[src/hw/rtl/sha_pkg.sv]
// ----------------------------------------------------------------------------
// sha_pkg
// shared types, constants and round functions for the sha-256 byte stream
// ----------------------------------------------------------------------------
package sha_pkg;

  typedef struct packed {
    logic [7:0] data_byte;
    logic       carries_byte;
    logic       end_of_message;
  } sha_in_t;

  typedef struct packed {
    logic [31:0] digest_word;
    logic [2:0]  word_index;
    logic        last_word;
  } sha_out_t;

  // block job handed from front to back
  typedef struct packed {
    logic [511:0] block;
    logic         final_blk;
  } sha_job_t;

  localparam int unsigned QueueDepth = 2;
  localparam logic [7:0]  PadByte    = 8'h80;

  localparam logic [255:0] InitH = {
    32'h6a09e667, 32'hbb67ae85, 32'h3c6ef372, 32'ha54ff53a,
    32'h510e527f, 32'h9b05688c, 32'h1f83d9ab, 32'h5be0cd19
  };

  function automatic logic [31:0] round_k(input logic [5:0] r);
    logic [31:0] k;
    unique case (r)
      6'd0:  k = 32'h428a2f98; 6'd1:  k = 32'h71374491;
      6'd2:  k = 32'hb5c0fbcf; 6'd3:  k = 32'he9b5dba5;
      6'd4:  k = 32'h3956c25b; 6'd5:  k = 32'h59f111f1;
      6'd6:  k = 32'h923f82a4; 6'd7:  k = 32'hab1c5ed5;
      6'd8:  k = 32'hd807aa98; 6'd9:  k = 32'h12835b01;
      6'd10: k = 32'h243185be; 6'd11: k = 32'h550c7dc3;
      6'd12: k = 32'h72be5d74; 6'd13: k = 32'h80deb1fe;
      6'd14: k = 32'h9bdc06a7; 6'd15: k = 32'hc19bf174;
      6'd16: k = 32'he49b69c1; 6'd17: k = 32'hefbe4786;
      6'd18: k = 32'h0fc19dc6; 6'd19: k = 32'h240ca1cc;
      6'd20: k = 32'h2de92c6f; 6'd21: k = 32'h4a7484aa;
      6'd22: k = 32'h5cb0a9dc; 6'd23: k = 32'h76f988da;
      6'd24: k = 32'h983e5152; 6'd25: k = 32'ha831c66d;
      6'd26: k = 32'hb00327c8; 6'd27: k = 32'hbf597fc7;
      6'd28: k = 32'hc6e00bf3; 6'd29: k = 32'hd5a79147;
      6'd30: k = 32'h06ca6351; 6'd31: k = 32'h14292967;
      6'd32: k = 32'h27b70a85; 6'd33: k = 32'h2e1b2138;
      6'd34: k = 32'h4d2c6dfc; 6'd35: k = 32'h53380d13;
      6'd36: k = 32'h650a7354; 6'd37: k = 32'h766a0abb;
      6'd38: k = 32'h81c2c92e; 6'd39: k = 32'h92722c85;
      6'd40: k = 32'ha2bfe8a1; 6'd41: k = 32'ha81a664b;
      6'd42: k = 32'hc24b8b70; 6'd43: k = 32'hc76c51a3;
      6'd44: k = 32'hd192e819; 6'd45: k = 32'hd6990624;
      6'd46: k = 32'hf40e3585; 6'd47: k = 32'h106aa070;
      6'd48: k = 32'h19a4c116; 6'd49: k = 32'h1e376c08;
      6'd50: k = 32'h2748774c; 6'd51: k = 32'h34b0bcb5;
      6'd52: k = 32'h391c0cb3; 6'd53: k = 32'h4ed8aa4a;
      6'd54: k = 32'h5b9cca4f; 6'd55: k = 32'h682e6ff3;
      6'd56: k = 32'h748f82ee; 6'd57: k = 32'h78a5636f;
      6'd58: k = 32'h84c87814; 6'd59: k = 32'h8cc70208;
      6'd60: k = 32'h90befffa; 6'd61: k = 32'ha4506ceb;
      6'd62: k = 32'hbef9a3f7; 6'd63: k = 32'hc67178f2;
      default: k = 32'h0;
    endcase
    return k;
  endfunction

  function automatic logic [31:0] ror32(input logic [31:0] v, input int unsigned n);
    return (v >> n) | (v << (32 - n));
  endfunction

endpackage

[src/hw/rtl/sha_front.sv]
// ----------------------------------------------------------------------------
// sha_front
// collects bytes into 64-byte blocks, adds padding and length, emits jobs
// ----------------------------------------------------------------------------
module sha_front (
  input  logic              clk_i,
  input  logic              rst_ni,
  input  logic              in_valid_i,
  output logic              in_stall_o,
  input  sha_pkg::sha_in_t  in_data_i,
  output logic              job_valid_o,
  input  logic              job_stall_i,
  output sha_pkg::sha_job_t job_o
);
  import sha_pkg::*;

  typedef enum logic [1:0] {
    StFill,
    StPad2,
    StLen
  } state_e;

  state_e       state_q;
  logic [511:0] buf_q;
  logic [60:0]  cnt_q;
  logic         job_valid_q;
  sha_job_t     job_q;
  logic [511:0] cur_blk;
  logic [511:0] len_blk;
  logic [5:0]   pos;
  logic [63:0]  bits;
  logic         accept;
  logic         can_emit;
  logic         job_load;

  assign pos      = cnt_q[5:0];
  assign bits     = {cnt_q, 3'b000};
  assign can_emit = !job_valid_q || !job_stall_i;
  assign in_stall_o = (state_q != StFill) || !can_emit;
  assign accept   = in_valid_i && !in_stall_o;
  assign job_valid_o = job_valid_q;
  assign job_o    = job_q;
  assign job_load = (state_q == StFill)
                  ? (accept && (in_data_i.end_of_message
                                || (in_data_i.carries_byte && pos == 6'd63)))
                  : can_emit;

  function automatic logic [7:0] bits_byte(input int j, input logic [60:0] c);
    logic [63:0] bb;
    bb = {c, 3'b000};
    return bb[63 - 8*j -: 8];
  endfunction

  // block as it stands in the buffer plus this transaction's byte, padding and length
  always_comb begin
    logic [5:0] p;
    logic       has_b;
    has_b = in_data_i.carries_byte;
    p     = pos + {5'd0, has_b};
    for (int i = 0; i < 64; i++) begin
      logic [7:0] b;
      b = buf_q[511 - 8*i -: 8];
      if (has_b && i == int'(pos)) b = in_data_i.data_byte;
      if (in_data_i.end_of_message) begin
        if (!(has_b && pos == 6'd63)) begin
          if (i == int'(p)) b = PadByte;
          else if (i > int'(p)) b = 8'h00;
        end
        if (i >= 56 && !(has_b && pos == 6'd63) && p < 6'd56)
          b = bits_byte(i - 56, cnt_q + {60'd0, has_b});
      end
      cur_blk[511 - 8*i -: 8] = b;
    end
  end

  always_comb begin
    len_blk = '0;
    if (state_q == StPad2 && pos == 6'd0) len_blk[511] = 1'b1;
    len_blk[63:0] = bits;
  end

  always_ff @(posedge clk_i or negedge rst_ni) begin
    if (!rst_ni) begin
      state_q     <= StFill;
      cnt_q       <= '0;
      job_valid_q <= 1'b0;
    end else begin
      if (job_load) job_valid_q <= 1'b1;
      else if (job_valid_q && !job_stall_i) job_valid_q <= 1'b0;
      unique case (state_q)
        StFill: begin
          if (accept) begin
            logic [60:0] nc;
            logic [5:0]  p;
            nc = cnt_q + {60'd0, in_data_i.carries_byte};
            p  = nc[5:0];
            if (in_data_i.carries_byte) buf_q[{~pos, 3'b000} +: 8] <= in_data_i.data_byte;
            if (in_data_i.carries_byte && pos == 6'd63) begin
              cnt_q           <= nc;
              job_q.block     <= cur_blk;
              job_q.final_blk <= 1'b0;
              if (in_data_i.end_of_message) state_q <= StPad2;
            end else if (in_data_i.end_of_message) begin
              job_q.block <= cur_blk;
              if (p < 6'd56) begin
                job_q.final_blk <= 1'b1;
                cnt_q <= '0;
              end else begin
                job_q.final_blk <= 1'b0;
                cnt_q <= nc;
                state_q <= StLen;
              end
            end else begin
              cnt_q <= nc;
            end
          end
        end
        StPad2, StLen: begin
          if (can_emit) begin
            job_q.block     <= len_blk;
            job_q.final_blk <= 1'b1;
            cnt_q           <= '0;
            state_q         <= StFill;
          end
        end
        default: state_q <= StFill;
      endcase
    end
  end

endmodule

[config.mk]
export PLATFORM = sky130hd
export DESIGN_NAME = sha_front
export DESIGN_NICKNAME = d
export VERILOG_FILES = /design/src/hw/rtl/sha_pkg.sv /design/src/hw/rtl/sha_front.sv
export SDC_FILE = /design/constraint.sdc
export NUM_CORES = 2
export LEC_CHECK = 0
export ABC_AREA = 1
export BUFFER_PORTS_ARGS = -buffer_cell sky130_fd_sc_hd__buf_2
export CORE_MARGIN = 2
export CORE_UTILIZATION = 46
export CTS_BUF_LIST = sky130_fd_sc_hd__clkbuf_8
export DETAILED_ROUTE_END_ITERATION = 7
export PLACE_DENSITY_LB_ADDON = 0.05
export SETUP_SLACK_MARGIN = 0.3
export SYNTH_ARGS = -nofsm -noshare
export SYNTH_HDL_FRONTEND = slang
export SYNTH_SLANG_ARGS = --single-unit
[constraint.sdc]
create_clock -name clk_i -period 100.2 [get_ports clk_i]
set_input_delay 5.01 -clock clk_i [delete_from_list [all_inputs] [get_ports clk_i]]
set_output_delay 5.01 -clock clk_i [all_outputs]
set_load 0.02 [all_outputs]
==> key figures <==
STA
  • Setup ws final: 89.45 ns
  • Slew @ Worst Pin: around 1.3 ns
  • Hold Vio Cnt, Final: 0
  • Tcrit/Tclk final: 10.72%
  • Fin Setup TNS: 0 ns
  • Slew Viols, Final: 0
  • RSZ-0062 raised after global routing: false
  • Rel. slew slack: a little over an eighth
  • Final setup viols: 0
  • Fmax achieved: 93.06 MHz
  • Post-route minimum period: 10.75 ns
  • Clk_skew: 0.03861 ns

Synthesis
  • Post-Synth Adder-Cell Area: 0.2258%
  • Fraction of registers with async set/reset: 5.877%
  • Post-synthesis simple-gate area fraction: 21.91%
  • Main combinational cell family by area after synthesis: simple AND/OR/NAND/NOR gates
  • Synth Instances: 5,177
  • Top cell type's share of synthesized area: 61.72%
  • Primary FF master, synth: edfxtp_1
  • Synthesized area: roughly 0.05 mm^2
  • XOR/XNOR share of the synthesized area: less than 1%
  • Synth Area in Compound Gates: 7.715%
  • Synth area leader: edfxtp_1
  • Ys Warns: 0
  • Synth top area cells: edfxtp_1 62%, nor2_1 12%, nand2_1 6.4%
  • Syn_area_per_cell: 9.632 um^2
  • Synth Register Bits: 1,089
  • Seq/Total Area, Yosys: 64.94%
  • Mux cell area share after synthesis: less than 1%
  • Number of synthesized flops with an enable pin: 1,025
  • Synth Net Count: 5,200
  • Distinct cells, synth: ~50

Route
  • Via density: 5.746
  • First-pass DRT Iterations: 7
  • Initial drt markers: 5,274
  • Via Count: 41,490
  • Final wirelength: ~200,000 um
  • DRC viols: 0
  • Post-DR wirelength/cell: 27.92 um
  • DRT antenna net count: 0

GRT
  • Initial antenna violation count: 11
  • Gr usage total: 35.72%
  • Remaining Overflow, GRT: 0
  • Vias in the first global route: 38,790
  • Global-route wire length before repair: 281,800 um
  • Pin count of the biggest net entering global routing: between 150 and 200

Clock network
  • Clk buf depth: 3
  • CTS tree: built
  • Worst-Skew Late Latency: 0.92 ns
  • Cts hold-fix bufs: 0
  • Clock sink count: 1,089
  • Worst-path clk slew: about 0.060 ns
  • Post_cts resized: 0
  • H-tree depth: 4
  • Root buffer cell: clkbuf_8
  • Total CTS buffers: 180
  • Setup Buffers After CTS: 0

Power
  • Maximum vdd ir drop: 0.01613 mV
  • P_sw: 0.5720 mW
  • P_leak: roughly 22 nW
  • Combinational Power Share: 30.7%
  • Clk pwr share: 26.7%
  • P_int: 0.8443 mW
  • Power density cells: 24.82 mW/mm^2
  • Reg power frac: a little over two fifths
  • Switching Share: 40.38%

Floorplan
  • Initial core utilization: a little under half
  • Die width: about 330 um
  • Die area: 0.1111 mm^2
  • Core box area: 0.1074 mm^2
  • Number of core rows: 120
  • # IOs: 529
  • Die H: 333.3 um

Worst hold path
  • Worst hold path class: reg2reg

Finish
  • Leading cell type in the layout, fill and taps excluded: nor2_1
  • Footprint of the multi-input gates: between 0.015 and 0.02 mm^2
  • Number of fill cells: 10,090
  • Register Area: 0.03238 mm^2
  • Area Growth Syn to Fin: 14.42%
  • Util after Layout: 53.15%
  • Final Instance Count excl. Fillers: approximately 7,200
  • Post-Layout Inst Area: about 0.057 mm^2
  • Fin nets: 5,698
  • Layout cells sized above 1: 15.61%
  • Most frequent cells in the layout: 1,548 x nor2_1, 1,025 x edfxtp_1, 843 x nand2_1

Placed design
  • PortBufs: 528
  • Placed Cells: 6,896
  • GPL Wtd Cong: roughly 1
  • HPWL after DPL: ~140,000 um
  • Placed instance area: about 0.054 mm^2
  • Pre-CTS setup slack: 89.46 ns

Worst setup path
  • CP endpoint kind: output port
  • CP Max Fanout: 4
  • Kind of critical path: in2out
  • Worst Path Required: 95.19 ns
  • CP Launch Type: primary input
  • Critical Path AT: 5.74 ns

Flow run
  • Number of max-cap violations: 0

Run status
  • Outcome: completed
==> final cells by class <==
cell class                 count  area share (%)
tap                         1403           3.077
clock inverter               137           1.419
multi-input combinational   3520           26.86
antenna                        2        0.008772
inverter                     296           1.958
timing repair buffer         588           5.465
sequential                  1089           56.75
clock buffer                 185           4.463
==> registers in the layout, indices dropped and copies added, names as in the netlist <==
| name | flops |
|---|---|
| buf_q | 512 |
| cnt_q | 61 |
| job_o | 513 |
| job_valid_o | 1 |
| state_q | 2 |
==> synth_stat cells (12+ instances only) <==
master and number:
nor2_1 1549, nand4_1 31, clkbuf_1 192, nand2_1 848, o211ai_1 19, o21ai_0 187
a21oi_1 451, or2_2 12, nor2_2 12, edfxtp_1 1025, dfrtp_1 64, o22ai_1 35
buf_1 30, nor3_1 59, inv_2 23, inv_1 266, nand3_1 187, xor2_1 30
buf_2 41
==> metrics by stage <==
stage	hold slack (ns)	power, mW
5_1_grt	0.5920	1.458
6_report	0.5401	1.416
4_1_cts	0.5419	1.411
3_5_place_dp	0.5266	1.036
2_1_floorplan	0.4938	0.9902
3_3_place_gp	0.5131	1.036
==> power by group through the flow <==
stage	logic [mW]	registers (mW)	clock network (mW)
final	0.434	0.604	0.378
after global routing	0.450	0.608	0.400
after detailed placement	0.424	0.612	0
after CTS	0.426	0.604	0.381
after floorplan	0.171	0.819	0
after global placement	0.423	0.613	0
==> layer usage <==
layer	up-vias	part of all wire, %	global-route usage, %
li1	18420	-	-
met4	10	5.1	16.58
met3	478	11	8.070
met2	2535	44	54.16
met5	-	0.029	0
met1	20050	40	49.00
==> worst max-delay path, stage by stage <==
cell,delay [ns]
buf_2,0.10
nand2_1,0.18
inv_1,0.07
nor2_1,0.16
inv_1,0.06
buf_2,0.15
==> path summary, 6_finish.rpt <==
path	from	end	depth (start not counted)	slack, ns
min	cnt_q[60]$_DFFE_PN0P_	cnt_q[60]$_DFFE_PN0P_	2	0.54
min in group asynchronous	rst_ni	cnt_q[6]$_DFFE_PN0P_	1	4.12
max	job_stall_i	in_stall_o	6	89.45
max reg2reg	cnt_q[0]$_DFFE_PN0P_	job_o[196]$_SDFFCE_PN0P_	10	94.73
min reg2reg	cnt_q[60]$_DFFE_PN0P_	cnt_q[60]$_DFFE_PN0P_	2	0.54
max in group asynchronous	rst_ni	cnt_q[35]$_DFFE_PN0P_	2	94.94
==> cells by family (layout without fill, tap and decap cells) <==
kind of cell / Yosys count / after routing
buffers and inverters: 568 / 1206
AO/OA/AOI/OAI: 730 / 730
flip-flops: 1089 / 1089
multiplexers: 11 / 11
XOR/XNOR: 30 / 30
adder cells (fa/ha/maj): 9 / 9
other: 0 / 2
AND/OR/NAND/NOR: 2740 / 2740
No activity file was read; power rests on OpenSTA's default activity.
