[config.mk]
export PLATFORM = sky130hd
export DESIGN_NAME = sha_back
export DESIGN_NICKNAME = d
export VERILOG_FILES = /design/src/hw/rtl/sha_pkg.sv /design/src/hw/rtl/sha_back.sv
export SDC_FILE = /design/constraint.sdc
export NUM_CORES = 2
export LEC_CHECK = 0
export BUFFER_PORTS_ARGS = -buffer_cell sky130_fd_sc_hd__buf_4
export CAP_MARGIN = 15
export CORE_MARGIN = 4
export CORE_UTILIZATION = 30
export DETAILED_ROUTE_END_ITERATION = 16
export GPL_ROUTABILITY_DRIVEN = 1
export GPL_TIMING_DRIVEN = 0
export HOLD_SLACK_MARGIN = 0.02
export SETUP_SLACK_MARGIN = 0.5
export SYNTH_ARGS = -nofsm -noshare
export SYNTH_HDL_FRONTEND = slang
export SYNTH_SLANG_ARGS = --single-unit
[constraint.sdc]
create_clock -name clk_i -period 63.4 [get_ports clk_i]
set_input_delay 6.34 -clock clk_i [delete_from_list [all_inputs] [get_ports clk_i]]
set_output_delay 6.34 -clock clk_i [all_outputs]
set_load 0.005 [all_outputs]
[src/hw/rtl/sha_pkg.sv]
// ----------------------------------------------------------------------------
// sha_pkg
// shared types, constants and round functions for the sha-256 byte stream
// ----------------------------------------------------------------------------
package sha_pkg;

  typedef struct packed {
    logic [7:0] data_byte;
    logic       carries_byte;
    logic       end_of_message;
  } sha_in_t;

  typedef struct packed {
    logic [31:0] digest_word;
    logic [2:0]  word_index;
    logic        last_word;
  } sha_out_t;

  // block job handed from front to back
  typedef struct packed {
    logic [511:0] block;
    logic         final_blk;
  } sha_job_t;

  localparam int unsigned QueueDepth = 2;
  localparam logic [7:0]  PadByte    = 8'h80;

  localparam logic [255:0] InitH = {
    32'h6a09e667, 32'hbb67ae85, 32'h3c6ef372, 32'ha54ff53a,
    32'h510e527f, 32'h9b05688c, 32'h1f83d9ab, 32'h5be0cd19
  };

  function automatic logic [31:0] round_k(input logic [5:0] r);
    logic [31:0] k;
    unique case (r)
      6'd0:  k = 32'h428a2f98; 6'd1:  k = 32'h71374491;
      6'd2:  k = 32'hb5c0fbcf; 6'd3:  k = 32'he9b5dba5;
      6'd4:  k = 32'h3956c25b; 6'd5:  k = 32'h59f111f1;
      6'd6:  k = 32'h923f82a4; 6'd7:  k = 32'hab1c5ed5;
      6'd8:  k = 32'hd807aa98; 6'd9:  k = 32'h12835b01;
      6'd10: k = 32'h243185be; 6'd11: k = 32'h550c7dc3;
      6'd12: k = 32'h72be5d74; 6'd13: k = 32'h80deb1fe;
      6'd14: k = 32'h9bdc06a7; 6'd15: k = 32'hc19bf174;
      6'd16: k = 32'he49b69c1; 6'd17: k = 32'hefbe4786;
      6'd18: k = 32'h0fc19dc6; 6'd19: k = 32'h240ca1cc;
      6'd20: k = 32'h2de92c6f; 6'd21: k = 32'h4a7484aa;
      6'd22: k = 32'h5cb0a9dc; 6'd23: k = 32'h76f988da;
      6'd24: k = 32'h983e5152; 6'd25: k = 32'ha831c66d;
      6'd26: k = 32'hb00327c8; 6'd27: k = 32'hbf597fc7;
      6'd28: k = 32'hc6e00bf3; 6'd29: k = 32'hd5a79147;
      6'd30: k = 32'h06ca6351; 6'd31: k = 32'h14292967;
      6'd32: k = 32'h27b70a85; 6'd33: k = 32'h2e1b2138;
      6'd34: k = 32'h4d2c6dfc; 6'd35: k = 32'h53380d13;
      6'd36: k = 32'h650a7354; 6'd37: k = 32'h766a0abb;
      6'd38: k = 32'h81c2c92e; 6'd39: k = 32'h92722c85;
      6'd40: k = 32'ha2bfe8a1; 6'd41: k = 32'ha81a664b;
      6'd42: k = 32'hc24b8b70; 6'd43: k = 32'hc76c51a3;
      6'd44: k = 32'hd192e819; 6'd45: k = 32'hd6990624;
      6'd46: k = 32'hf40e3585; 6'd47: k = 32'h106aa070;
      6'd48: k = 32'h19a4c116; 6'd49: k = 32'h1e376c08;
      6'd50: k = 32'h2748774c; 6'd51: k = 32'h34b0bcb5;
      6'd52: k = 32'h391c0cb3; 6'd53: k = 32'h4ed8aa4a;
      6'd54: k = 32'h5b9cca4f; 6'd55: k = 32'h682e6ff3;
      6'd56: k = 32'h748f82ee; 6'd57: k = 32'h78a5636f;
      6'd58: k = 32'h84c87814; 6'd59: k = 32'h8cc70208;
      6'd60: k = 32'h90befffa; 6'd61: k = 32'ha4506ceb;
      6'd62: k = 32'hbef9a3f7; 6'd63: k = 32'hc67178f2;
      default: k = 32'h0;
    endcase
    return k;
  endfunction

  function automatic logic [31:0] ror32(input logic [31:0] v, input int unsigned n);
    return (v >> n) | (v << (32 - n));
  endfunction

endpackage

[src/hw/rtl/sha_back.sv]
// ----------------------------------------------------------------------------
// sha_back
// one compression round per cycle, chain update and digest word output
// ----------------------------------------------------------------------------
module sha_back (
  input  logic              clk_i,
  input  logic              rst_ni,
  input  logic              job_valid_i,
  output logic              job_stall_o,
  input  sha_pkg::sha_job_t job_i,
  output logic              out_valid_o,
  input  logic              out_stall_i,
  output sha_pkg::sha_out_t out_data_o
);
  import sha_pkg::*;

  typedef enum logic [1:0] {
    StIdle,
    StRound,
    StAdd,
    StEmit
  } state_e;

  state_e      state_q;
  logic [31:0] h_q [8];
  logic [31:0] v_q [8];
  logic [31:0] w_q [16];
  logic [5:0]  rnd_q;
  logic [2:0]  widx_q;
  logic        fin_q;
  logic        out_valid_q;
  sha_out_t    out_q;
  logic [31:0] wnew, w, t1, t2, s0, s1;

  assign job_stall_o = (state_q != StIdle);
  assign out_valid_o = out_valid_q;
  assign out_data_o  = out_q;

  always_comb begin
    s0   = ror32(w_q[1], 7) ^ ror32(w_q[1], 18) ^ (w_q[1] >> 3);
    s1   = ror32(w_q[14], 17) ^ ror32(w_q[14], 19) ^ (w_q[14] >> 10);
    wnew = w_q[0] + s0 + w_q[9] + s1;
    w    = (rnd_q < 6'd16) ? w_q[0] : wnew;
    t1 = v_q[7] + (ror32(v_q[4], 6) ^ ror32(v_q[4], 11) ^ ror32(v_q[4], 25))
       + ((v_q[4] & v_q[5]) ^ (~v_q[4] & v_q[6])) + round_k(rnd_q) + w;
    t2 = (ror32(v_q[0], 2) ^ ror32(v_q[0], 13) ^ ror32(v_q[0], 22))
       + ((v_q[0] & v_q[1]) ^ (v_q[0] & v_q[2]) ^ (v_q[1] & v_q[2]));
  end

  always_ff @(posedge clk_i or negedge rst_ni) begin
    if (!rst_ni) begin
      state_q     <= StIdle;
      out_valid_q <= 1'b0;
      rnd_q       <= '0;
      widx_q      <= '0;
      fin_q       <= 1'b0;
      for (int i = 0; i < 8; i++) h_q[i] <= InitH[255 - 32*i -: 32];
    end else begin
      unique case (state_q)
        StIdle: begin
          if (job_valid_i) begin
            for (int i = 0; i < 16; i++) w_q[i] <= job_i.block[511 - 32*i -: 32];
            for (int i = 0; i < 8; i++) v_q[i] <= h_q[i];
            fin_q   <= job_i.final_blk;
            rnd_q   <= '0;
            state_q <= StRound;
          end
        end
        StRound: begin
          for (int i = 0; i < 15; i++) w_q[i] <= w_q[i+1];
          w_q[15] <= w;
          for (int i = 1; i < 8; i++) if (i != 4) v_q[i] <= v_q[i-1];
          v_q[4] <= v_q[3] + t1;
          v_q[0] <= t1 + t2;
          rnd_q  <= rnd_q + 6'd1;
          if (rnd_q == 6'd63) state_q <= StAdd;
        end
        StAdd: begin
          for (int i = 0; i < 8; i++) h_q[i] <= h_q[i] + v_q[i];
          widx_q  <= '0;
          state_q <= fin_q ? StEmit : StIdle;
        end
        StEmit: begin
          if (!out_valid_q || !out_stall_i) begin
            out_valid_q       <= 1'b1;
            out_q.digest_word <= h_q[widx_q];
            out_q.word_index  <= widx_q;
            out_q.last_word   <= (widx_q == 3'd7);
            widx_q            <= widx_q + 3'd1;
            if (widx_q == 3'd7) begin
              for (int i = 0; i < 8; i++) h_q[i] <= InitH[255 - 32*i -: 32];
              state_q <= StIdle;
            end
          end
        end
        default: state_q <= StIdle;
      endcase
      if (out_valid_q && !out_stall_i && !(state_q == StEmit)) out_valid_q <= 1'b0;
    end
  end

endmodule

==> reports/summary.txt <==
========================================================================================
Status ....................................................................    completed
Number of clock sinks .....................................................        1,073
Starting density of the core ..............................................        30.2%
Most instantiated flip-flop cell in the synthesis netlist ................. sky130_fd_sc_hd__edfxtp_1
TritonCTS clock tree ......................................................         done
Total negative slack ......................................................         0 ns
Die Y .....................................................................       503 um
Area of the multi-input gates ............................................. 39,400 sq um
H-tree levels .............................................................            4
Total half-perimeter wirelength after legalization and detailed placement .       273 mm
Clock tree root buffer cell ............................................... sky130_fd_sc_hd__clkbuf_16
Crit path top cell by count ............................................... sky130_fd_sc_hd__fa_1
Routability congestion estimate from global placement .....................         1.07
CTS Buf Count .............................................................          132
Overall routing resource usage ............................................        25.7%
Per-cell via count in the routed design ...................................         5.49
Worst clock skew on the final layout ......................................    0.0502 ns
Tightest slew margin relative to the limit ................................        9.40%
EDFF count, synth .........................................................          804
Cell Rows .................................................................          181
Signal arrival time at the worst endpoint .................................     13.35 ns
Slowest cell on crit path ................................................. sky130_fd_sc_hd__o21ai_0
First-iteration detailed-routing DRC count ................................        8,937
Final Hold Viols ..........................................................            0
Share of the cycle needed by the critical path after routing ..............        20.2%
Fraction of registers with async set/reset ................................        25.1%
Final Setup Violations ....................................................            0
Pin count of the biggest net entering global routing ......................           98
Data required, critical path ..............................................     63.94 ns
Latest clock arrival within the worst-skew pair ...........................      0.83 ns
Die span in x .............................................................       503 um
Sequential cell area ...................................................... 31,000 sq um
DRC violations left .......................................................            0
Post-CTS Setup Inserts ....................................................            0
Cell class contributing the biggest share of worst-path delay ............. compound AO/OA/AOI/OAI gates
Mapped Area ............................................................... 73,400 sq um
DRT Wirelength ............................................................       338 mm
Post-synthesis cell type count ............................................           94
Highest net fanout along the worst path ...................................            5
Area share of the largest cell type after synthesis .......................        32.9%
MaxCap Viol Count .........................................................            0
Path class of the lowest-slack min-delay path .............................   reg -> reg
PostCTS Resize Cnt ........................................................            0
Post-detailed-route wirelength per cell ...................................      28.0 um
Antenna violations before repair ..........................................           35
Total buffers and inverters traversed by the critical path ................            4
Total overflow reported by the global router ..............................            0
Crit path kind ............................................................   reg -> reg
Ratio of cells with drive above 1 in the final layout .....................        13.0%
Clock Path Buffers ........................................................            3
Biggest area contributors in the synthesized netlist ...................... sky130_fd_sc_hd__edfxtp_1, sky130_fd_sc_hd__nand2_1, sky130_fd_sc_hd__ha_1, sky130_fd_sc_hd__fa_1, sky130_fd_sc_hd__dfstp_2
Longest individual stage delay on the worst path ..........................      0.92 ns
P&R area growth vs syn ....................................................        19.1%
Antenna violation net count after detailed routing ........................            0
Final number of max-transition violations .................................            0
Flop and latch count out of synthesis .....................................        1,073
Number of port buffers ....................................................          554
Clk slew on worst S/H paths ...............................................      0.06 ns
Core Footprint ............................................................ 243,000 sq um
Count of synthesis-stage warnings from yosys ..............................            0
Global-route wire length before repair ....................................       463 mm
Detailed-router iteration count before antenna repair .....................            7
I/O pin total .............................................................          555
Slew at the pin closest to its max-slew limit .............................      1.36 ns
Die area .................................................................. 253,000 sq um
Kind of capture point of the worst setup path .............................    flip-flop
Via count of the first global-routing pass ................................       62,700
Post-cts hold buffer count ................................................            0
Final critical-path required period .......................................     12.81 ns
Unrepaired setup endpoints after global routing ...........................           no
Via total after detailed routing ..........................................       66,300
Critical path startpoint category .........................................    flip-flop
Syn Inst Count ............................................................        7,984
Upper clock frequency limit ...............................................   0.0781 GHz
Share of synthesized area occupied by flip-flops and latches ..............        42.3%
Biggest area consumer among synthesized cells ............................. sky130_fd_sc_hd__edfxtp_1
Fill cell total of the finished layout ....................................       24,700
Layout Nets ...............................................................        9,875
Mean Syn Cell Area ........................................................   9.19 sq um
Synthesized netlist net count .............................................        9,108
========================================================================================
==> registers in the layout (all words and copies together) (netlist names) <==
name and count:
rnd_q 6, h_q 256, out_data_o 36, v_q 256, out_valid_o 1, state_q 2, widx_q 3, w_q 512
fin_q 1
==> cell usage in the layout, fill, tap and decap left out, types with 22 or more instances in the layout <==
cell type                   instances
sky130_fd_sc_hd__xor2_1           192
sky130_fd_sc_hd__clkbuf_16        133
sky130_fd_sc_hd__nor2b_1           50
sky130_fd_sc_hd__dfrtp_1          133
sky130_fd_sc_hd__inv_1            398
sky130_fd_sc_hd__nand3_1           66
sky130_fd_sc_hd__dfstp_2          136
sky130_fd_sc_hd__mux4_2            70
sky130_fd_sc_hd__ha_1             410
sky130_fd_sc_hd__clkbuf_1         383
sky130_fd_sc_hd__mux2_2            60
sky130_fd_sc_hd__a31oi_1           50
sky130_fd_sc_hd__a21o_1           211
sky130_fd_sc_hd__o21ai_0          366
sky130_fd_sc_hd__nand2b_1          65
sky130_fd_sc_hd__or3_1             25
sky130_fd_sc_hd__xnor2_1          359
sky130_fd_sc_hd__a21oi_1          446
sky130_fd_sc_hd__fa_1             197
sky130_fd_sc_hd__o21bai_1          59
sky130_fd_sc_hd__o211ai_1          33
sky130_fd_sc_hd__nor2_1           354
sky130_fd_sc_hd__a211oi_1          46
sky130_fd_sc_hd__nor3_1            79
sky130_fd_sc_hd__buf_8             22
sky130_fd_sc_hd__o21a_1            52
sky130_fd_sc_hd__nand4_1           24
sky130_fd_sc_hd__and3_1            29
sky130_fd_sc_hd__buf_12            24
sky130_fd_sc_hd__buf_4            565
sky130_fd_sc_hd__edfxtp_1         804
sky130_fd_sc_hd__o21ai_1           41
sky130_fd_sc_hd__nand2_1         2476
sky130_fd_sc_hd__o31ai_1           34
==> worst paths after layout <==
kind,startpoint,end,slack (ns),cells after the start
worst max register to register,w_q[0][51]$_DFFE_PP_,v_q[0][31]$_DFFE_PP_,50.59,39
worst min register to register,w_q[0][237]$_DFFE_PP_,w_q[0][205]$_DFFE_PP_,0.48,2
worst max-delay path,w_q[0][51]$_DFFE_PP_,v_q[0][31]$_DFFE_PP_,50.59,39
worst min-delay path,w_q[0][237]$_DFFE_PP_,w_q[0][205]$_DFFE_PP_,0.48,2
min in group asynchronous,rst_ni,h_q[252]$_DFFE_PN0P_,5.47,1
max in group asynchronous,rst_ni,h_q[135]$_DFFE_PN0P_,56.65,3
==> Yosys cell counts, types with 52 or more instances <==
cell	number
sky130_fd_sc_hd__edfxtp_1	804
sky130_fd_sc_hd__xnor2_1	360
sky130_fd_sc_hd__dfrtp_1	133
sky130_fd_sc_hd__nand2_1	2476
sky130_fd_sc_hd__o21a_1	52
sky130_fd_sc_hd__o21ai_0	369
sky130_fd_sc_hd__a21o_1	211
sky130_fd_sc_hd__mux4_2	70
sky130_fd_sc_hd__nand3_1	66
sky130_fd_sc_hd__nor2_1	355
sky130_fd_sc_hd__o21bai_1	59
sky130_fd_sc_hd__nor3_1	79
sky130_fd_sc_hd__mux2_2	60
sky130_fd_sc_hd__ha_1	410
sky130_fd_sc_hd__clkbuf_1	359
sky130_fd_sc_hd__inv_1	398
sky130_fd_sc_hd__a21oi_1	446
sky130_fd_sc_hd__fa_1	197
sky130_fd_sc_hd__xor2_1	192
sky130_fd_sc_hd__nand2b_1	65
sky130_fd_sc_hd__dfstp_2	136
==> worst reg2reg max path, delay by kind of cell (launching register included) <==
family,cells,cell delay [ns]
and+or+nand+nor,5,1.10
adders and majority gates,9,4.10
DFF,1,0.56
xor gates and xnor gates,5,1.27
AOI/OAI and AO/OA,16,4.99
buffers and inverters,4,0.53
==> stage by stage <==
step                instance area (sq um)  cells  hold slack [ns]  utilization (%)  worst slack (ns)
floorplan                           73400   7984            0.451                -             23.22
global placement                    81600  11700            0.486             33.5              2.22
detailed placement                  82900  11800            0.491             34.1             50.94
CTS                                 87300  12100            0.492             35.9             50.86
global route                        87400  12100            0.524             35.9             50.48
finish                              87400  12100            0.483             35.9             50.59
==> cell type report <==
type	instances	share of cell area, %
clock inverter	68	1.01
inverter	404	1.73
tap	3202	4.58
buffer	380	1.65
clock buffer	173	4.07
antenna	20	0.0572
sequential	1073	35.5
timing repair buffer	633	6.31
multi-input combinational	6127	45.1
==> metal layers <==
metal	up-vias	GRT usage [%]	share of wire [%]
li1	29000	-	-
met1	32600	33.7	39
met2	3963	38.9	43
met3	765	6.99	11
met4	30	12.8	5.7
met5	-	0	0.064
==> cell families after synthesis <==
family,after synthesis,synth area share [%]
compound gates,1559,13.4
xor+xnor,552,6.59
fa+ha+maj,611,12.4
buf+inv,784,4.01
flops,1073,42.3
mux,144,3.26
simple gates,3261,18.0
Power is left out: the tool's default activity adds up to more than one toggle a clock period on the data nets, which glitch-free logic cannot reach.
