File: src/hw/rtl/sha_pkg.sv
// ----------------------------------------------------------------------------
// sha_pkg
// shared types, constants and round functions for the sha-256 byte stream
// ----------------------------------------------------------------------------
package sha_pkg;

  typedef struct packed {
    logic [7:0] data_byte;
    logic       carries_byte;
    logic       end_of_message;
  } sha_in_t;

  typedef struct packed {
    logic [31:0] digest_word;
    logic [2:0]  word_index;
    logic        last_word;
  } sha_out_t;

  // block job handed from front to back
  typedef struct packed {
    logic [511:0] block;
    logic         final_blk;
  } sha_job_t;

  localparam int unsigned QueueDepth = 2;
  localparam logic [7:0]  PadByte    = 8'h80;

  localparam logic [255:0] InitH = {
    32'h6a09e667, 32'hbb67ae85, 32'h3c6ef372, 32'ha54ff53a,
    32'h510e527f, 32'h9b05688c, 32'h1f83d9ab, 32'h5be0cd19
  };

  function automatic logic [31:0] round_k(input logic [5:0] r);
    logic [31:0] k;
    unique case (r)
      6'd0:  k = 32'h428a2f98; 6'd1:  k = 32'h71374491;
      6'd2:  k = 32'hb5c0fbcf; 6'd3:  k = 32'he9b5dba5;
      6'd4:  k = 32'h3956c25b; 6'd5:  k = 32'h59f111f1;
      6'd6:  k = 32'h923f82a4; 6'd7:  k = 32'hab1c5ed5;
      6'd8:  k = 32'hd807aa98; 6'd9:  k = 32'h12835b01;
      6'd10: k = 32'h243185be; 6'd11: k = 32'h550c7dc3;
      6'd12: k = 32'h72be5d74; 6'd13: k = 32'h80deb1fe;
      6'd14: k = 32'h9bdc06a7; 6'd15: k = 32'hc19bf174;
      6'd16: k = 32'he49b69c1; 6'd17: k = 32'hefbe4786;
      6'd18: k = 32'h0fc19dc6; 6'd19: k = 32'h240ca1cc;
      6'd20: k = 32'h2de92c6f; 6'd21: k = 32'h4a7484aa;
      6'd22: k = 32'h5cb0a9dc; 6'd23: k = 32'h76f988da;
      6'd24: k = 32'h983e5152; 6'd25: k = 32'ha831c66d;
      6'd26: k = 32'hb00327c8; 6'd27: k = 32'hbf597fc7;
      6'd28: k = 32'hc6e00bf3; 6'd29: k = 32'hd5a79147;
      6'd30: k = 32'h06ca6351; 6'd31: k = 32'h14292967;
      6'd32: k = 32'h27b70a85; 6'd33: k = 32'h2e1b2138;
      6'd34: k = 32'h4d2c6dfc; 6'd35: k = 32'h53380d13;
      6'd36: k = 32'h650a7354; 6'd37: k = 32'h766a0abb;
      6'd38: k = 32'h81c2c92e; 6'd39: k = 32'h92722c85;
      6'd40: k = 32'ha2bfe8a1; 6'd41: k = 32'ha81a664b;
      6'd42: k = 32'hc24b8b70; 6'd43: k = 32'hc76c51a3;
      6'd44: k = 32'hd192e819; 6'd45: k = 32'hd6990624;
      6'd46: k = 32'hf40e3585; 6'd47: k = 32'h106aa070;
      6'd48: k = 32'h19a4c116; 6'd49: k = 32'h1e376c08;
      6'd50: k = 32'h2748774c; 6'd51: k = 32'h34b0bcb5;
      6'd52: k = 32'h391c0cb3; 6'd53: k = 32'h4ed8aa4a;
      6'd54: k = 32'h5b9cca4f; 6'd55: k = 32'h682e6ff3;
      6'd56: k = 32'h748f82ee; 6'd57: k = 32'h78a5636f;
      6'd58: k = 32'h84c87814; 6'd59: k = 32'h8cc70208;
      6'd60: k = 32'h90befffa; 6'd61: k = 32'ha4506ceb;
      6'd62: k = 32'hbef9a3f7; 6'd63: k = 32'hc67178f2;
      default: k = 32'h0;
    endcase
    return k;
  endfunction

  function automatic logic [31:0] ror32(input logic [31:0] v, input int unsigned n);
    return (v >> n) | (v << (32 - n));
  endfunction

endpackage

File: src/hw/rtl/sha_queue.sv
// ----------------------------------------------------------------------------
// sha_queue
// short block job queue between front and back
// ----------------------------------------------------------------------------
module sha_queue (
  input  logic              clk_i,
  input  logic              rst_ni,
  input  logic              wr_valid_i,
  output logic              wr_stall_o,
  input  sha_pkg::sha_job_t wr_data_i,
  output logic              rd_valid_o,
  input  logic              rd_stall_i,
  output sha_pkg::sha_job_t rd_data_o
);
  import sha_pkg::*;

  sha_job_t mem_q [QueueDepth];
  logic     wp_q, rp_q;
  logic [1:0] cnt_q;
  logic     wr, rd;

  assign wr_stall_o = (cnt_q == 2'(QueueDepth));
  assign rd_valid_o = (cnt_q != 2'd0);
  assign rd_data_o  = mem_q[rp_q];
  assign wr = wr_valid_i && !wr_stall_o;
  assign rd = rd_valid_o && !rd_stall_i;

  always_ff @(posedge clk_i) begin
    if (wr) mem_q[wp_q] <= wr_data_i;
  end

  always_ff @(posedge clk_i or negedge rst_ni) begin
    if (!rst_ni) begin
      wp_q  <= 1'b0;
      rp_q  <= 1'b0;
      cnt_q <= '0;
    end else begin
      if (wr) wp_q <= ~wp_q;
      if (rd) rp_q <= ~rp_q;
      cnt_q <= cnt_q + {1'b0, wr} - {1'b0, rd};
    end
  end

endmodule

File: config.mk
export PLATFORM = sky130hd
export DESIGN_NAME = sha_queue
export DESIGN_NICKNAME = d
export VERILOG_FILES = /design/src/hw/rtl/sha_pkg.sv /design/src/hw/rtl/sha_queue.sv
export SDC_FILE = /design/constraint.sdc
export NUM_CORES = 1
export LEC_CHECK = 0
export BUFFER_PORTS_ARGS = -buffer_cell sky130_fd_sc_hd__buf_2
export CORE_AREA = 4 4 399 401
export CTS_BUF_LIST = sky130_fd_sc_hd__clkbuf_4 sky130_fd_sc_hd__clkbuf_8 sky130_fd_sc_hd__clkbuf_16
export DETAILED_ROUTE_END_ITERATION = 6
export DIE_AREA = 0 0 403 405
export GPL_ROUTABILITY_DRIVEN = 0
export PLACE_DENSITY_LB_ADDON = 0.25
export SYNTH_ARGS = -nofsm -noshare
export SYNTH_HDL_FRONTEND = slang
export SYNTH_SLANG_ARGS = --single-unit
File: constraint.sdc
create_clock -name clk_i -period 26.4 [get_ports clk_i]
set_input_delay 5.28 -clock clk_i [delete_from_list [all_inputs] [get_ports clk_i]]
set_output_delay 5.28 -clock clk_i [all_outputs]
set_load 0.01 [all_outputs]
==> parameters.txt, run 1 <==
Parameter                              Value

Outcome
  Result of the run    finished, final reports clean

Hold path
  Path class of the lowest-slack min-delay path    flip-flop to flip-flop
  Hold Path End    cnt_q[0]
  HP Start    cnt_q[0]
  Min-Delay Path Depth    1

Route
  Number of search-and-repair iterations in the first detailed-routing pass    5
  Routed vias    19,585
  Detail Route Antenna Nets    0
  Vias/cell    4.00
  Iteration-0 DRC Markers    995
  DRC viols    0
  Total wire length    109,000 µm
  Post-detailed-route wirelength per cell    22.1 µm

Setup path
  Kind of cell adding the most delay to the critical path    buffers and inverters
  CP max-delay cell    sky130_fd_sc_hd__dfrtp_4
  Most frequent CP cell    sky130_fd_sc_hd__buf_4
  Reg-to-reg setup timing slack    21.48 ns
  Maximum fanout encountered on the critical timing path    98
  Worst setup SP type    flip-flop
  Worst r2r dst    mem_q[1][153]
  R2R Path Start    cnt_q[1]
  Critical path data arrival time    4.88 ns
  Series of cell instances along the critical path    buf_4, buf_12, buf_4, mux2_4, buf_2
  Data required time at the worst endpoint    21.12 ns
  Type of the worst setup path    flip-flop to output port
  Worst path max stage delay    0.97 ns
  Number of buffers and inverters on the critical path    4
  Count of cells along the worst register-to-register path    6
  Setup crit end kind    output port

Timing
  Time the worst path needs with I/O delays and setup    10.16 ns
  Pins over their slew limit    0
  Sum of negative setup slack    0 ns
  Fin. Hold Viols    0
  Count of final setup violators    0
  Final worst-path cycle share    0.385
  Max Clock Freq    98.4 MHz
  Setup repair after global routing missed its margin    no
  Headroom to the max-slew limit    0.257
  Setup skew after layout    0.0371 ns
  Transition time of the tightest slew-check pin    1.11 ns

Pwr
  Switching power summed over all nets    1740 µW
  Power per cell area    114 nW/µm²
  Clock power frac    0.267
  Sequential share of power    0.409
  Proportion of total power due to net switching    0.303
  Pleak    0.0196 µW
  Combinational Power Share    0.324
  Cell-internal power    4000 µW
  Highest ir drop seen on vdd    0.0000671 V

Final layout
  Proportion of layout cells with a drive suffix above 1    0.620
  Area growth from synthesis to layout    28.1%
  Design area    50,200 µm²
  Final net count    3,242

Logic synthesis
  Most used flip-flop cell after synthesis    sky130_fd_sc_hd__edfxtp_1
  Most instantiated cells after synthesis    sky130_fd_sc_hd__edfxtp_1, sky130_fd_sc_hd__mux2_4, sky130_fd_sc_hd__mux2_2, sky130_fd_sc_hd__buf_6, sky130_fd_sc_hd__buf_8
  Portion of synthesized cell area occupied by the leading cell type    0.786
  Net count after synthesis    2,133
  Synthesized flop and latch total    1,030
  Total of warnings raised by yosys    0
  Count of different cell masters after synthesis    18
  Post-synthesis cell area    39,200 µm²
  Most common cell in the netlist    sky130_fd_sc_hd__edfxtp_1
  Mean area per synthesized cell    24.3 µm²
  Async set-or-reset flop fraction in the synthesized netlist    0.00388
  Leading area contributor after synthesis    sky130_fd_sc_hd__edfxtp_1
  Post-synth EDFFs    1,026
  Synth Instances    1,614
  Sequential area share after synthesis    0.789
  Area contributors post-synth    sky130_fd_sc_hd__edfxtp_1, sky130_fd_sc_hd__mux2_4, sky130_fd_sc_hd__mux2_2

Die
  Area of the core region    156,000 µm²
  DIE AREA    163,000 µm²
  Horizontal extent of the die    403 µm
  Starting density of the core    0.252
  Std cell rows    145
  Die boundary height    405 µm
  Num ports    1,032

Clock network
  Depth of the CTS H-tree    3
  Skew-Pair Late Insertion Delay    0.69 ns
  CTS Root Cell    sky130_fd_sc_hd__clkbuf_16
  Total of cells resized after clock tree synthesis    0
  Setup repair bufs after CTS    0
  Number of buffers inserted by hold repair at cts    0
  Number of buffers added by the clock tree synthesis step    112
  CTS Buffer Depth    3
  Clock sink total    1,030
  Clock input transition at the sequential cells of the worst setup and hold paths    0.06 ns
  TritonCTS clock tree    yes

Placement
  Dpl hpwl    78,900 µm
  Number of port buffers    1,031
  Placed Area    46,500 µm²

GRT
  Total routing resource utilization after global routing    0.126
  Antenna violations before repair    63
  Maximum number of pins on one net before global-route repair    142
  Wire length of the first global-routing pass    147,000 µm
  Total congestion overflow    0
  Via count of the first global-routing pass    20,340

Flow run
  Max-Cap Viols    0
==> cells by family after synthesis <==
kind of cell | share of synthesized area
flops | 0.789
mux | 0.191
buf+inv | 0.0175
simple gates | 0.000830
xor+xnor | 0.000894
fa+ha+maj | 0.000638
==> metal layers <==
metal / vias up / share of wire / GRT usage
li1: 8751 / - / -
met1: 9799 / 0.34 / 0.126
met2: 786 / 0.52 / 0.224
met3: 219 / 0.11 / 0.0646
met4: 30 / 0.032 / 0.0437
met5: - / 0.0018 / 0
==> power groups by stage <==
stage	Sequential, µW	Combinational [µW]	Clock (µW)
detailed placement	2390	1900	0
global placement	2380	1910	0
floorplan	2550	1260	0
finish	2350	1860	1530
CTS	2350	1910	1590
global route	2380	1980	1660
==> flip-flops by register name (all words and copies together) (netlist names) <==
name / cells
mem_q: 1026
cnt_q: 2
rp_q: 1
wp_q: 1
==> worst reg2reg max path: cells and delay by family (launching register included) <==
family	cells	cell delay [ns]
buffers and inverters	4	3.26
DFF	1	0.40
and+or+nand+nor	2	0.80
==> layout by cell type (no fill, tap or decap), types with 2 or more instances in the layout <==
| cell | netlist | final |
|---|---|---|
| sky130_fd_sc_hd__mux2_4 | 460 | 460 |
| sky130_fd_sc_hd__clkinv_1 | 0 | 31 |
| sky130_fd_sc_hd__clkinv_16 | 0 | 4 |
| sky130_fd_sc_hd__edfxtp_1 | 1026 | 1026 |
| sky130_fd_sc_hd__buf_4 | 0 | 16 |
| sky130_fd_sc_hd__buf_12 | 3 | 5 |
| sky130_fd_sc_hd__clkinv_2 | 0 | 18 |
| sky130_fd_sc_hd__clkinvlp_4 | 0 | 6 |
| sky130_fd_sc_hd__dfrtp_1 | 4 | 3 |
| sky130_fd_sc_hd__xnor2_1 | 3 | 3 |
| sky130_fd_sc_hd__inv_1 | 2 | 2 |
| sky130_fd_sc_hd__bufinv_16 | 0 | 8 |
| sky130_fd_sc_hd__clkbuf_4 | 0 | 20 |
| sky130_fd_sc_hd__mux2_2 | 53 | 53 |
| sky130_fd_sc_hd__clkinv_4 | 0 | 3 |
| sky130_fd_sc_hd__diode_2 | 0 | 28 |
| sky130_fd_sc_hd__clkbuf_16 | 0 | 114 |
| sky130_fd_sc_hd__ha_1 | 2 | 2 |
| sky130_fd_sc_hd__clkbuf_8 | 0 | 2 |
| sky130_fd_sc_hd__buf_2 | 5 | 1031 |
==> stage by stage <==
stage,hold slack [ns],total power [µW],worst slack (ns),instances,util
4_1_cts,0.522,5850,16.11,4873,0.322
3_5_place_dp,0.508,4290,16.64,4667,0.299
2_1_floorplan,0.479,3810,7.13,1614,-
3_3_place_gp,0.505,4290,16.62,4667,0.299
5_1_grt,0.556,6020,15.94,4887,0.322
6_report,0.519,5740,16.24,4901,0.323
==> cell type report <==
type / instances / area (µm²)
fillers: 15222 / 105000
flip-flops and latches: 1030 / 30900
multi-input cells: 525 / 7610
repair buffers: 1052 / 5380
clock buffers: 136 / 3030
well taps: 2058 / 2570
clock inverters: 70 / 638
diodes: 28 / 70.1
inverters: 2 / 7.51
==> worst max path at each step <==
stage	from	to	slack, ns	cells past startpoint
floorplan	wr_valid_i	mem_q[0][0]	7.13	2
global placement	wr_valid_i	mem_q[1][155]	16.62	6
detailed placement	wr_valid_i	mem_q[1][155]	16.64	6
CTS	rp_q	rd_data_o[236]	16.11	5
global route	rp_q	rd_data_o[236]	15.94	5
finish	rp_q	rd_data_o[236]	16.24	5
(Power assumes the default switching activity.)
==> run 2: changes to the inputs <==
Settings changed: ABC_AREA from default to 1, CORE_AREA 4 4 399 401 to 4 4 402 404, DIE_AREA 0 0 403 405 to 0 0 406 408.
Clock period 26.4 ns to 9.5 ns, I/O delays scaled along.
==> run 2 against run 1 <==
Compared with the run above:
- hold slack worse by 0.032 ns
- clock power rose to 2.7 times the previous value
- routed wire length up 6.5%
- design area shrank 3.4%
- die area grew 1.5%
- critical endpoint is now rd_data_o[324]
- largest cell class unchanged
- largest power group unchanged
==> parameters.txt, run 2 <==
Parameter                              Value

Outcome
  Result of the run    finished, final reports clean

Route
  Detail Route Antenna Nets    0
  DRC viols    0
  Total wire length    116,000 µm
  Number of search-and-repair iterations in the first detailed-routing pass    5
  Iteration-0 DRC Markers    1,512
  Post-detailed-route wirelength per cell    19.4 µm
  Vias/cell    3.98
  Routed vias    23,673

Logic synthesis
  Leading area contributor after synthesis    sky130_fd_sc_hd__edfxtp_1
  Post-synth EDFFs    1,026
  Portion of synthesized cell area occupied by the leading cell type    0.823
  Post-synthesis cell area    37,400 µm²
  Mean area per synthesized cell    13.8 µm²
  Most common cell in the netlist    sky130_fd_sc_hd__nand2_1
  Synth Instances    2,712
  Total of warnings raised by yosys    0
  Synthesized flop and latch total    1,030
  Net count after synthesis    3,231
  Sequential area share after synthesis    0.826
  Async set-or-reset flop fraction in the synthesized netlist    0.00388
  Count of different cell masters after synthesis    11
  Most instantiated cells after synthesis    sky130_fd_sc_hd__nand2_1, sky130_fd_sc_hd__edfxtp_1, sky130_fd_sc_hd__buf_2, sky130_fd_sc_hd__buf_4, sky130_fd_sc_hd__inv_1
  Most used flip-flop cell after synthesis    sky130_fd_sc_hd__edfxtp_1
  Area contributors post-synth    sky130_fd_sc_hd__edfxtp_1, sky130_fd_sc_hd__nand2_1, sky130_fd_sc_hd__buf_2

Clock network
  CTS Buffer Depth    3
  Clock sink total    1,030
  Clock input transition at the sequential cells of the worst setup and hold paths    0.06 ns
  CTS Root Cell    sky130_fd_sc_hd__clkbuf_16
  Skew-Pair Late Insertion Delay    0.71 ns
  Number of buffers inserted by hold repair at cts    0
  Total of cells resized after clock tree synthesis    0
  Depth of the CTS H-tree    3
  Number of buffers added by the clock tree synthesis step    113
  TritonCTS clock tree    yes
  Setup repair bufs after CTS    0

Final layout
  Area growth from synthesis to layout    29.7%
  Most common cell after layout, fill and taps aside    sky130_fd_sc_hd__nand2_1
  Area of all sequential standard cells    30,900 µm²
  Largest register by flop count    mem_q
  Design area    48,500 µm²
  Final net count    4,282
  Finished Layout Cells    5,954
  Multi-input gate area in the final layout    5910 µm²
  Final core occ    0.308
  Proportion of layout cells with a drive suffix above 1    0.319
  Largest registers    mem_q: 1026 flops, cnt_q: 2 flops
  Fill cells    16,066
  Commonest cells after routing, fill and taps aside    sky130_fd_sc_hd__nand2_1, sky130_fd_sc_hd__buf_2, sky130_fd_sc_hd__edfxtp_1, sky130_fd_sc_hd__clkbuf_16, sky130_fd_sc_hd__clkinv_1
  Flip-flop count of the largest register after layout    1,026

Die
  Std cell rows    146
  DIE AREA    166,000 µm²
  Num ports    1,032
  Horizontal extent of the die    406 µm
  Starting density of the core    0.237
  Die boundary height    408 µm
  Area of the core region    158,000 µm²

Timing
  Fin. Hold Viols    0
  Final worst-path cycle share    0.590
  Setup repair after global routing missed its margin    no
  Headroom to the max-slew limit    0.279
  Max Clock Freq    178 MHz
  Time the worst path needs with I/O delays and setup    5.60 ns
  Pins over their slew limit    0
  Transition time of the tightest slew-check pin    1.08 ns
  Count of final setup violators    0
  Setup skew after layout    0.0481 ns

Setup path
  Type of the worst setup path    flip-flop to output port
  Maximum fanout encountered on the critical timing path    158
  Critical path data arrival time    3.70 ns
  Setup crit end kind    output port
  Data required time at the worst endpoint    7.60 ns
  Worst setup SP type    flip-flop

GRT
  Total congestion overflow    0
  Total routing resource utilization after global routing    0.133
  Maximum number of pins on one net before global-route repair    160
  Wire length of the first global-routing pass    161,000 µm
  Antenna violations before repair    63
  Via count of the first global-routing pass    23,046

Hold path
  Path class of the lowest-slack min-delay path    flip-flop to flip-flop

Pwr
  Pwr Total    15,600 µW
  Pleak    0.0203 µW
  Highest ir drop seen on vdd    0.000244 V
  Power per cell area    320 nW/µm²

Flow run
  Max-Cap Viols    0

Placement
  Dpl hpwl    80,300 µm
  Placed instance count    5,720
  Placed Area    44,900 µm²
  Number of port buffers    1,031
[run 2: cell types whose count changed in the layout (fill, tap and decap cells not counted), sizes merged, moves of 3 or more]
cell    delta
buf        -3
bufinv     -5
clkbuf     +5
inv       +11
mux2     -513
nand2   +1551
nand3      +3
xnor2      -3
[run 2: final timing paths]
path	cells after the start	end	start	slack, ns
min	2	wp_q	wp_q	0.49
max in group asynchronous	1	rp_q	rst_ni	8.34
max reg2reg	5	mem_q[0][318]	cnt_q[1]	6.27
max	6	rd_data_o[324]	rp_q	3.90
min reg2reg	2	wp_q	wp_q	0.49
min in group asynchronous	1	rp_q	rst_ni	1.00
[run 2: layout make-up]
class,instances,share of cell area
antenna,28,0.00144
clock buffer,141,0.0633
clock inverter,65,0.0101
inverter,11,0.00108
multi-input combinational,1558,0.122
sequential,1030,0.637
tap,2072,0.0534
timing repair buffer,1049,0.112
[run 2: kinds of logic after synthesis]
| kind of cell | after synthesis | synth area share |
|---|---|---|
| adders and majority gates | 2 | 0.000668 |
| buffers and inverters | 124 | 0.0174 |
| DFF | 1030 | 0.826 |
| and+or+nand+nor | 1556 | 0.156 |
[run 2: where the power goes]
| group | internal, µW | switching [µW] | total [µW] | leakage [µW] |
|---|---|---|---|---|
| clock | 2370 | 1790 | 4160 | 0.00177 |
| sequential | 6200 | 203 | 6410 | 0.00959 |
| combinational | 1430 | 3560 | 4990 | 0.00892 |
[run 2: stage by stage]
stage | setup slack, ns | TNS [ns] | hold slack (ns)
after floorplan | -0.572 | -531.02 | 0.442
after global placement | 4.68 | 0 | 0.459
after detailed placement | 4.66 | 0 | 0.466
after CTS | 3.81 | 0 | 0.490
after global routing | 3.64 | 0 | 0.526
final | 3.90 | 0 | 0.487
[run 2: worst max-delay path, cell delays in order, from the launching register on]
cell	delay (ns)
sky130_fd_sc_hd__dfrtp_4	0.46
sky130_fd_sc_hd__buf_12	0.50
sky130_fd_sc_hd__buf_4	0.65
sky130_fd_sc_hd__buf_4	0.64
sky130_fd_sc_hd__nand2_1	0.13
sky130_fd_sc_hd__nand2_1	0.11
sky130_fd_sc_hd__buf_2	0.15
[run 2: metal layers]
metal	vias to the layer above	wire length (µm)	track usage
li1	11348	-	-
met2	852	54900	0.219
met4	18	2610	0.0416
met5	-	209	0.00526
met3	181	12500	0.0618
met1	11274	45300	0.153
